$ cat config.mk
export PLATFORM = sky130hd
export DESIGN_NAME = wsat_cell
export DESIGN_NICKNAME = d
export VERILOG_FILES = /design/src/sv/wsat_pkg.sv /design/src/sv/wsat_cell.sv
export SDC_FILE = /design/constraint.sdc
export NUM_CORES = 1
export LEC_CHECK = 0
export ABC_CLOCK_PERIOD_IN_PS = 2550
export BUFFER_PORTS_ARGS = -buffer_cell sky130_fd_sc_hd__buf_2
export CAP_MARGIN = 10
export CORE_MARGIN = 4
export CORE_UTILIZATION = 52
export CTS_CLUSTER_DIAMETER = 80
export CTS_CLUSTER_SIZE = 14
export DETAILED_ROUTE_END_ITERATION = 16
export PLACE_DENSITY = 0.82
export SYNTH_ARGS = -nofsm -noshare
export SYNTH_HDL_FRONTEND = slang
export SYNTH_SLANG_ARGS = --single-unit
$ cat constraint.sdc
create_clock -name clk_i -period 2.55 [get_ports clk_i]
set_input_delay 0.51 -clock clk_i [delete_from_list [all_inputs] [get_ports clk_i]]
set_output_delay 0.51 -clock clk_i [all_outputs]
set_load 0.02 [all_outputs]
$ cat src/sv/wsat_pkg.sv
// shared types and constants for the station address tracker
`timescale 1ns / 1ps

package wsat_pkg;

  localparam int unsigned ADDR_W = 48;
  localparam int unsigned RSSI_W = 8;
  localparam int unsigned IDX_W  = 5;
  localparam int unsigned TOT_W  = 6;
  localparam int unsigned GROUP_BIT = 40;

  localparam logic [11:0] MIN_FRAME_LEN = 12'd24;

  localparam logic [1:0] CMD_OBSERVE = 2'd0;
  localparam logic [1:0] CMD_READ    = 2'd1;
  localparam logic [1:0] CMD_CLEAR   = 2'd2;

  localparam logic [1:0] KIND_MGMT = 2'd0;
  localparam logic [1:0] KIND_DATA = 2'd1;

  localparam logic [2:0] EV_IGNORED   = 3'd0;
  localparam logic [2:0] EV_ADDED     = 3'd1;
  localparam logic [2:0] EV_REFRESHED = 3'd2;
  localparam logic [2:0] EV_FULL      = 3'd3;
  localparam logic [2:0] EV_READ      = 3'd4;
  localparam logic [2:0] EV_CLEARED   = 3'd5;

  // token that walks the cell row; ev starts as full for a lookup still open
  typedef struct packed {
    logic [2:0]        ev;
    logic [ADDR_W-1:0] addr;
    logic [RSSI_W-1:0] rssi;
    logic [IDX_W-1:0]  idx;
    logic              ent_valid;
  } tok_t;

endpackage

$ cat src/sv/wsat_cell.sv
// one table entry: compares, appends or answers a read as the token passes
`timescale 1ns / 1ps

module wsat_cell import wsat_pkg::*; #(
  parameter int unsigned CellIdx = 0,
  parameter int unsigned CntW    = 6
) (
  input  logic            clk_i,
  input  logic            rst_ni,
  input  logic            adv_i,
  input  logic [CntW-1:0] count_i,
  input  logic            vld_i,
  input  tok_t            tok_i,
  output logic            vld_o,
  output tok_t            tok_o
);

  localparam logic [CntW-1:0] MyIdx = CntW'(CellIdx);
  localparam bit Readable = (CellIdx < (1 << IDX_W));

  logic [ADDR_W-1:0] addr_q;
  logic [RSSI_W-1:0] rssi_q;
  logic              vld_q;
  tok_t              tok_q;
  tok_t              tok_d;
  logic              occupied;
  logic              is_tail;
  logic              wr_addr;
  logic              wr_rssi;

  assign occupied = MyIdx < count_i;
  assign is_tail  = MyIdx == count_i;

  always_comb begin
    tok_d   = tok_i;
    wr_addr = 1'b0;
    wr_rssi = 1'b0;
    if (vld_i) begin
      priority if (tok_i.ev == EV_FULL && occupied && addr_q == tok_i.addr) begin
        tok_d.ev = EV_REFRESHED;
        wr_rssi  = 1'b1;
      end else if (tok_i.ev == EV_FULL && is_tail) begin
        // first free slot, earlier cells already missed
        tok_d.ev = EV_ADDED;
        wr_addr  = 1'b1;
        wr_rssi  = 1'b1;
      end else if (tok_i.ev == EV_READ && Readable && occupied &&
                   tok_i.idx == IDX_W'(CellIdx)) begin
        tok_d.addr      = addr_q;
        tok_d.rssi      = rssi_q;
        tok_d.ent_valid = 1'b1;
      end else begin
        tok_d = tok_i;
      end
    end
  end

  always_ff @(posedge clk_i or negedge rst_ni) begin
    if (!rst_ni) begin
      vld_q <= 1'b0;
    end else if (adv_i) begin
      vld_q <= vld_i;
    end
  end

  always_ff @(posedge clk_i) begin
    if (adv_i) begin
      tok_q <= tok_d;
      if (wr_addr) begin
        addr_q <= tok_i.addr;
      end
      if (wr_rssi) begin
        rssi_q <= tok_i.rssi;
      end
    end
  end

  assign vld_o = vld_q;
  assign tok_o = tok_q;

endmodule

==> results.cfg <==
[setup_path]
end_kind = flip-flop
startpoint = addr_q[42]
startpoint_type = flip-flop
path_max_fanout = 8
critPathBufInv = 1
crit_path_top_delay_cell = edfxtp_1
crit_family = simple AND/OR/NAND/NOR gates
critPathMostFrequentCell = nand4_1
r2r_start = addr_q[42]
crit_chain = xnor2_1, nand4_1, nor2_1, nand4_1, o31ai_1, buf_4
crit_arrival_ns = 2.26
cp.required_ns = 2.75
crit_type = flip-flop to flip-flop
slowest_delay_ns = 0.42

[sta]
rsz0062_at_grt = no
setup_violations = 0
fin_tns_setup_ns = 0
finalCriticalPeriod_ns = 2.06
fmax_mhz = 485
tightest_slew_ns = 0.458
finClkSkew_ns = 0.00483
relSlewSlack_pct = 69.5
final-hold-violation-count = 0
period_share_pct = 80.8
finalMaxSlewViolations = 0

[yosys]
synthCells = 269
synth_top_area_cell = edfxtp_1
ys_types = 26
synth_top_cell_area_share_pct = 71.1
avgSynthCellArea_sq_um = 19.0
synthesis.nets = 344
synth_common_cells = edfxtp_1, mux2_4, mux2_2
ys_seq_area_share_pct = 71.6
yosysMostFrequentCell = edfxtp_1
ys_ff_latch = 122
synth_edf_count = 121
yosys_warnings = 0
synth_area_leaders = edfxtp_1, mux2_4, mux2_2
synthesis.area_sq_um = 5110
async_reset_ff_share_pct = 0.820
synth_ff_type = edfxtp_1

[clock_tree]
postCtsSetupBuffers = 0
root_buffer = clkbuf_8
cts_tree = done
cts.repair.resized = 0
cts_sinks = 122
clk_latency_ns = 0.50
h-tree-depth = 4
cts_buffers = 17
clock_path_buffers = 2
cts.clk_slew.worst_paths_ns = 0.05

[floorplanning]
rows = 35
core_sq_um = 9420
start_util_pct = 54.3
fp.dieArea_sq_um = 11500
pin_count = 141
die_w_um = 107
die_h_um = 107

[job]
cap_violations = 0

[detailed_routing]
drt-total-wl_mm = 10.2
drt-initial-drc-count = 98
vias = 2929
antenna_left = 0
vias_per_cell = 5.13
first_pass_iters = 5
post_drt_wl_per_cell_um = 17.9
drc_errors = 0

[global_routing]
grt_max_degree = 35
overflow = 0
antenna_found_initial = 1
grt_usage_pct = 18.7
grt_pass1_vias = 3106
grt_pass1_wl_mm = 16.1

[outcome]
status = finished, final reports clean

[finish]
finalNetCount = 504
antennaDiodeCount = 0
fillers = 609
layout-drive-gt1-share_pct = 53.6
areaGrowthSynthToFinish_pct = 30.3

[placed_design]
port_buffers = 140
dp_hpwl_mm = 7.06
place_congestion = 0.733

[pwr]
p_leak_nw = 2.53
power_density_nw_per_um2 = 785
p_total_mw = 5.23
ir_drop_v = 0.000414

[min_path]
hp-class = input pin to flip-flop
holdCritStartpoint = tok_i[11]
[what timing repair did]
item / CTS / global route
hold endpoints to repair: 1 / 0
hold buffers: 1 / 0
setup endpoints to repair: 0 / 0
[final timing paths]
path,end,slack (ns),depth (start not counted)
worst max-delay path,rssi_q[1],0.49,6
worst min-delay path,rssi_q[5],0.21,1
worst max register to register,rssi_q[1],0.49,6
worst min register to register,vld_o,0.52,1
max in group asynchronous,vld_o,2.11,2
min in group asynchronous,vld_o,0.35,2
[area by class of cell]
cell class | instances | area (sq um) | area share [%]
Clock buffer | 18 | 418 | 6.28
Clock inverter | 14 | 203 | 3.04
Inverter | 2 | 11.3 | 0.169
Multi-Input combinational cell | 138 | 1390 | 20.9
Sequential cell | 122 | 3660 | 54.9
Tap cell | 129 | 161 | 2.42
Timing Repair Buffer | 148 | 816 | 12.3
[power breakdown]
part,internal (mW),switching [mW]
sequential,2.30,0.0223
clock,1.67,0.815
combinational,0.172,0.245
total,4.15,1.08
[layout by cell type, fill, tap and decap left out, drive strengths merged, types with 3 or more instances in the layout]
| cell type | synthesis | layout |
|---|---|---|
| nor3 | 3 | 3 |
| nor4 | 5 | 5 |
| mux2 | 57 | 57 |
| clkbuf | 1 | 18 |
| buf | 6 | 147 |
| xor2 | 21 | 21 |
| bufinv | 0 | 5 |
| xnor2 | 27 | 27 |
| nor2 | 5 | 5 |
| clkinv | 0 | 6 |
| nand4 | 10 | 10 |
| edfxtp | 121 | 121 |
| clkinvlp | 0 | 4 |
[worst register-to-register path: cells and delay by family (launching register included)]
family	cells	cell delay, ns
simple gates	3	0.51
flops	1	0.42
compound gates	1	0.34
xor+xnor	1	0.26
buf+inv	1	0.24
[layer usage]
metal  track usage [%]  vias to the layer above  wire (um)
met5                 0                        -         13
met4              6.48                        2        116
met3              6.68                       15        850
met2              30.4                      133       5040
met1              23.1                     1414       4180
li1                  -                     1365          -
[per-stage QoR]
step           instances  worst slack (ns)  area (sq um)  hold slack (ns)  util [%]
3_5_place_dp         538             0.264          6030            0.286      64.0
2_1_floorplan        269             0.220          5110            0.214         -
3_3_place_gp         538             0.268          6030            0.287      64.0
4_1_cts              571             0.456          6660            0.175      70.7
5_1_grt              571             0.420          6660            0.177      70.7
6_report             571             0.490          6660            0.207      70.7
[flip-flops by register name, summed over array words and instances, names as in the netlist]
register and count:
tok_o 65, vld_o 1, addr_q 48, rssi_q 8
[kinds of logic (layout without fill, tap and decap cells)]
logic type | Yosys count | count (layout) | synth area share, %
flops | 122 | 122 | 71.6
mux | 57 | 57 | 14.7
xor+xnor | 48 | 48 | 8.23
simple gates | 30 | 30 | 3.77
buf+inv | 9 | 182 | 1.30
compound gates | 3 | 3 | 0.441
No activity file was read; power rests on OpenSTA's default activity.
