===== src/sv/wsat_pkg.sv =====
// shared types and constants for the station address tracker
`timescale 1ns / 1ps

package wsat_pkg;

  localparam int unsigned ADDR_W = 48;
  localparam int unsigned RSSI_W = 8;
  localparam int unsigned IDX_W  = 5;
  localparam int unsigned TOT_W  = 6;
  localparam int unsigned GROUP_BIT = 40;

  localparam logic [11:0] MIN_FRAME_LEN = 12'd24;

  localparam logic [1:0] CMD_OBSERVE = 2'd0;
  localparam logic [1:0] CMD_READ    = 2'd1;
  localparam logic [1:0] CMD_CLEAR   = 2'd2;

  localparam logic [1:0] KIND_MGMT = 2'd0;
  localparam logic [1:0] KIND_DATA = 2'd1;

  localparam logic [2:0] EV_IGNORED   = 3'd0;
  localparam logic [2:0] EV_ADDED     = 3'd1;
  localparam logic [2:0] EV_REFRESHED = 3'd2;
  localparam logic [2:0] EV_FULL      = 3'd3;
  localparam logic [2:0] EV_READ      = 3'd4;
  localparam logic [2:0] EV_CLEARED   = 3'd5;

  // token that walks the cell row; ev starts as full for a lookup still open
  typedef struct packed {
    logic [2:0]        ev;
    logic [ADDR_W-1:0] addr;
    logic [RSSI_W-1:0] rssi;
    logic [IDX_W-1:0]  idx;
    logic              ent_valid;
  } tok_t;

endpackage


===== src/sv/wsat_decode.sv =====
// header checks and address selection that turn one input item into a token
`timescale 1ns / 1ps

module wsat_decode import wsat_pkg::*; (
  input  logic [1:0]        cmd_i,
  input  logic [1:0]        frame_kind_i,
  input  logic [11:0]       frame_length_i,
  input  logic              to_ds_i,
  input  logic              from_ds_i,
  input  logic [ADDR_W-1:0] address_one_i,
  input  logic [ADDR_W-1:0] address_two_i,
  input  logic [ADDR_W-1:0] address_three_i,
  input  logic [RSSI_W-1:0] signal_strength_i,
  input  logic [IDX_W-1:0]  read_index_i,
  input  logic [ADDR_W-1:0] target_bssid_i,
  output tok_t              tok_o
);

  logic [ADDR_W-1:0] bssid;
  logic [ADDR_W-1:0] sta;
  logic              ds_ok;
  logic              frame_ok;
  logic              sta_ok;

  always_comb begin
    ds_ok = 1'b1;
    unique case ({to_ds_i, from_ds_i})
      2'b00: begin
        bssid = address_three_i;
        sta   = (address_two_i != target_bssid_i) ? address_two_i : address_one_i;
      end
      2'b10: begin
        bssid = address_one_i;
        sta   = address_two_i;
      end
      2'b01: begin
        bssid = address_two_i;
        sta   = address_one_i;
      end
      default: begin
        // four-address frame
        ds_ok = 1'b0;
        bssid = address_three_i;
        sta   = address_two_i;
      end
    endcase
  end

  assign frame_ok = (frame_kind_i == KIND_MGMT || frame_kind_i == KIND_DATA) &&
                    (frame_length_i >= MIN_FRAME_LEN);
  assign sta_ok = !sta[GROUP_BIT] && (sta != '0) && (sta != target_bssid_i);

  always_comb begin
    tok_o.ev        = EV_IGNORED;
    tok_o.addr      = '0;
    tok_o.rssi      = '0;
    tok_o.idx       = read_index_i;
    tok_o.ent_valid = 1'b0;
    unique case (cmd_i)
      CMD_OBSERVE: begin
        if (frame_ok && ds_ok && (bssid == target_bssid_i) && sta_ok) begin
          tok_o.ev   = EV_FULL;
          tok_o.addr = sta;
          tok_o.rssi = signal_strength_i;
        end
      end
      CMD_READ:  tok_o.ev = EV_READ;
      CMD_CLEAR: tok_o.ev = EV_CLEARED;
      default:   tok_o.ev = EV_IGNORED;
    endcase
  end

endmodule


===== config.mk =====
export PLATFORM = sky130hd
export DESIGN_NAME = wsat_decode
export DESIGN_NICKNAME = d
export VERILOG_FILES = /design/src/sv/wsat_pkg.sv /design/src/sv/wsat_decode.sv
export SDC_FILE = /design/constraint.sdc
export NUM_CORES = 1
export LEC_CHECK = 0
export ABC_AREA = 1
export BUFFER_PORTS_ARGS = -buffer_cell sky130_fd_sc_hd__buf_4
export CORE_ASPECT_RATIO = 1.1
export CORE_MARGIN = 8
export CORE_UTILIZATION = 48
export DETAILED_ROUTE_END_ITERATION = 8
export PLACE_DENSITY = 0.83
export SLEW_MARGIN = 5
export SYNTH_ARGS = -nofsm -noshare
export SYNTH_HDL_FRONTEND = slang
export SYNTH_SLANG_ARGS = --single-unit

===== constraint.sdc =====
create_clock -name vclk -period 7.3
set_input_delay 1.46 -clock vclk [all_inputs]
set_output_delay 1.46 -clock vclk [all_outputs]
set_load 0.005 [all_outputs]

==> qor.txt <==
STATUS
--------------------------------------------------------------------------------
Run status ........................................................ finished, final reports clean

LOGIC SYNTHESIS
--------------------------------------------------------------------------------
Post-synthesis sequential area ratio ..............................           0%
Synth cell count leaders .......................................... nand2_1, nor2_1, inv_1, nand3_1, a21oi_1
Post-synth cell types .............................................           30
Share of the synthesized area in the top cell type ................        34.7%
Syn_area_per_cell .................................................    4.46 um^2
Synth Instances ...................................................        1,305
Number of warnings reported in the yosys synthesis log ............            0
Post-synthesis cell type with the largest combined area ...........      nand2_1
Top post-synthesis cells by area .................................. nand2_1, nor2_1, nand3_1, inv_1, a21oi_1
Top-count cell post-synth .........................................      nand2_1
Synthesized cell area .............................................    5810 um^2

TIMING
--------------------------------------------------------------------------------
FMAX ..............................................................      155 MHz
Headroom to the max-slew limit ....................................        25.7%
Number of setup violations in the final report ....................            0
Setup repair after global routing missed its margin ...............        false
Time the worst path needs with I/O delays and setup ...............      6.47 ns
Worst slack on hold paths .........................................      2.92 ns
Period Utilization, post-route ....................................        88.6%
Max-slew violation total from the final report ....................            0
Final hold vios ...................................................            0
Final total negative setup slack ..................................         0 ns
Transition time at the pin with the least slew margin .............      1.11 ns

DRT
--------------------------------------------------------------------------------
Post-detailed-routing wire length .................................    27,400 um
Vias per std cell .................................................         5.49
Post-detailed-route DRC marker count ..............................            0
Detailed-routing iteration count for the pre-antenna-repair pass ..            6
Routed WL per cell ................................................      16.3 um
Vias ..............................................................        9,250
Antenna Violating Nets Remaining ..................................            0
Iteration-0 DRC Markers ...........................................        1,060

GRT
--------------------------------------------------------------------------------
Layer with the highest usage ......................................         met2
Global-route wire length before repair ............................    42,300 um
Met1 track utilization from global routing ........................        39.3%
GRT Residual Overflow .............................................            0
Initial antenna violation count ...................................            0
Via count of the first global-routing pass ........................        8,489
All-Layer GR Usage ................................................        32.0%
Met2 Use GR .......................................................        54.1%
GR Util met3 ......................................................        5.06%
Maximum number of pins on one net before global-route repair ......           90

FINAL LAYOUT
--------------------------------------------------------------------------------
Area added between synthesis and finish ...........................        35.7%
Layout clock buffer count .........................................            0
Number of sequential cells ........................................            0
Nets@finish .......................................................        1,762
Fraction of final layout cells with drive strength greater than 1 .        21.2%
Sequential cell area ..............................................       0 um^2
Fill cells ........................................................        1,300
Combined area of the multi-input logic cells ......................    4870 um^2
Utilization of the core after routing .............................        66.2%
Final std cell area, no fill ......................................    7890 um^2
Inserted Diodes ...................................................            0

DIE
--------------------------------------------------------------------------------
Die Span Y ........................................................       131 um
Io pins ...........................................................          288
Starting density of the core ......................................        48.7%
Floorplan die width ...............................................       121 um
FP Rows ...........................................................           42
Core footprint ....................................................  11,900 um^2
Floorplan die area ................................................  15,900 um^2

CRITICAL PATH
--------------------------------------------------------------------------------
Critical path fanouts, max ........................................           30
Data required time at the worst endpoint ..........................      5.84 ns
Critical Path AT ..................................................      5.01 ns
Category of the worst setup path launch point ..................... primary input
Endpoint kind of the worst setup timing path ...................... primary output
Worst setup path category ......................................... primary input to primary output

HOLD PATH
--------------------------------------------------------------------------------
Cell depth of the worst min-delay path ............................            0
Worst Hold End ....................................................     tok_o[1]
Min-delay worst type .............................................. primary input to primary output
Worst hold start .................................................. read_index_i[0]

PLACED DESIGN
--------------------------------------------------------------------------------
Total cell area at the placement stage ............................    7890 um^2
Detailed-placement wirelength estimate ............................    21,600 um
Routability congestion estimate from global placement .............        0.976
IO Port Bufs ......................................................          272

RUN
--------------------------------------------------------------------------------
Max_cap viols .....................................................            0

CLOCK TREE
--------------------------------------------------------------------------------
Number of hold-repair buffers added at the cts stage ..............            0
Number of post-CTS setup repair buffers ...........................            0
Cts repair resizes ................................................            0

POWER
--------------------------------------------------------------------------------
Total leakage power ...............................................      4.75 nW
Peak supply drop ..................................................      38.9 uV
Power Dens Cells .................................................. 63.7 nW/um^2

cells in the final DEF, fill, tap and decap left out:
master     instances
mux2i_1           21
a22o_1             4
inv_2             29
inv_1            142
xnor2_1            8
nor3_1             4
nor4_1             4
nand3_2            1
conb_1             2
nand4_1           13
nand3_1          121
ha_2               2
buf_4            288
o221ai_1           1
a21oi_1           95
buf_12             1
o2bb2ai_1          3
a221oi_1           3
xor2_1            17
nor2_2             2
ha_1               4
nor2_4             1
clkinv_1           1
o211ai_1           5
nor2_1           161
o21ai_1            7
o2111ai_1          1
nand2_2            1
nand2_1          537
o21ai_0           14
o22ai_1           36
a211oi_1           2
layout make-up:
class | instances | area share, %
Inverter | 172 | 8.18
Multi-Input combinational cell | 1070 | 61.7
Tap cell | 154 | 2.44
Timing Repair Buffer | 289 | 27.6
how the worst max path moves through the flow:
stage	from	to	slack, ns	cells after the start
5_1_grt	target_bssid_i[11]	tok_o[62]	0.41	25
3_5_place_dp	target_bssid_i[11]	tok_o[62]	0.96	25
2_1_floorplan	to_ds_i	tok_o[31]	2.05	17
6_report	target_bssid_i[11]	tok_o[62]	0.83	25
4_1_cts	target_bssid_i[11]	tok_o[62]	0.96	25
3_3_place_gp	address_two_i[15]	tok_o[62]	0.96	25
kinds of logic (layout without fill, tap and decap cells):
group	after synthesis	after routing	synth area share, %
other	1	2	0.0645
xor gates and xnor gates	25	25	3.77
buffers and inverters	236	461	16.7
and+or+nand+nor	845	845	58.0
adders and majority gates	6	6	1.29
muxes	21	21	3.62
AOI/OAI and AO/OA	171	171	16.6
power by group:
part	switching, mW	internal, mW	leakage (nW)
registers	0	0	0
logic	0.301	0.202	4.75
clock network	0	0	0
total	0.301	0.202	4.75
per-layer routing:
layer | share of wire [%] | wire length (um)
met3 | 11 | 3130
met2 | 46 | 12700
met1 | 38 | 10400
met4 | 4.3 | 1180
met5 | 0 | 0
per-stage QoR:
step                instances  power, mW  setup WS, ns
floorplan                1306      0.290          2.05
global placement         1685      0.485         0.959
detailed placement       1685      0.491         0.958
CTS                      1685      0.492         0.959
global route             1685      0.554         0.409
finish                   1685      0.503         0.832
worst max-delay path: stages:
cell and delay [ns]:
buf_4 0.09, inv_1 0.09, nand2_1 0.08, nand2_1 0.06, inv_1 0.05, nand2_1 0.04
nor2_1 0.13, nand2_1 0.08, nor2_1 0.19, nand3_2 0.43, buf_4 0.43, nand2_1 0.10
nand2_1 0.05, o21ai_1 0.18, nand2_1 0.11, nand2_1 0.07, nand3_1 0.10, nor2_1 0.11
nand2_1 0.08, nor2_1 0.17, nand3_1 0.11, nand2_2 0.20, buf_4 0.32, a21oi_1 0.11
buf_4 0.15
Note: power is estimated with default switching activity, not from simulation.
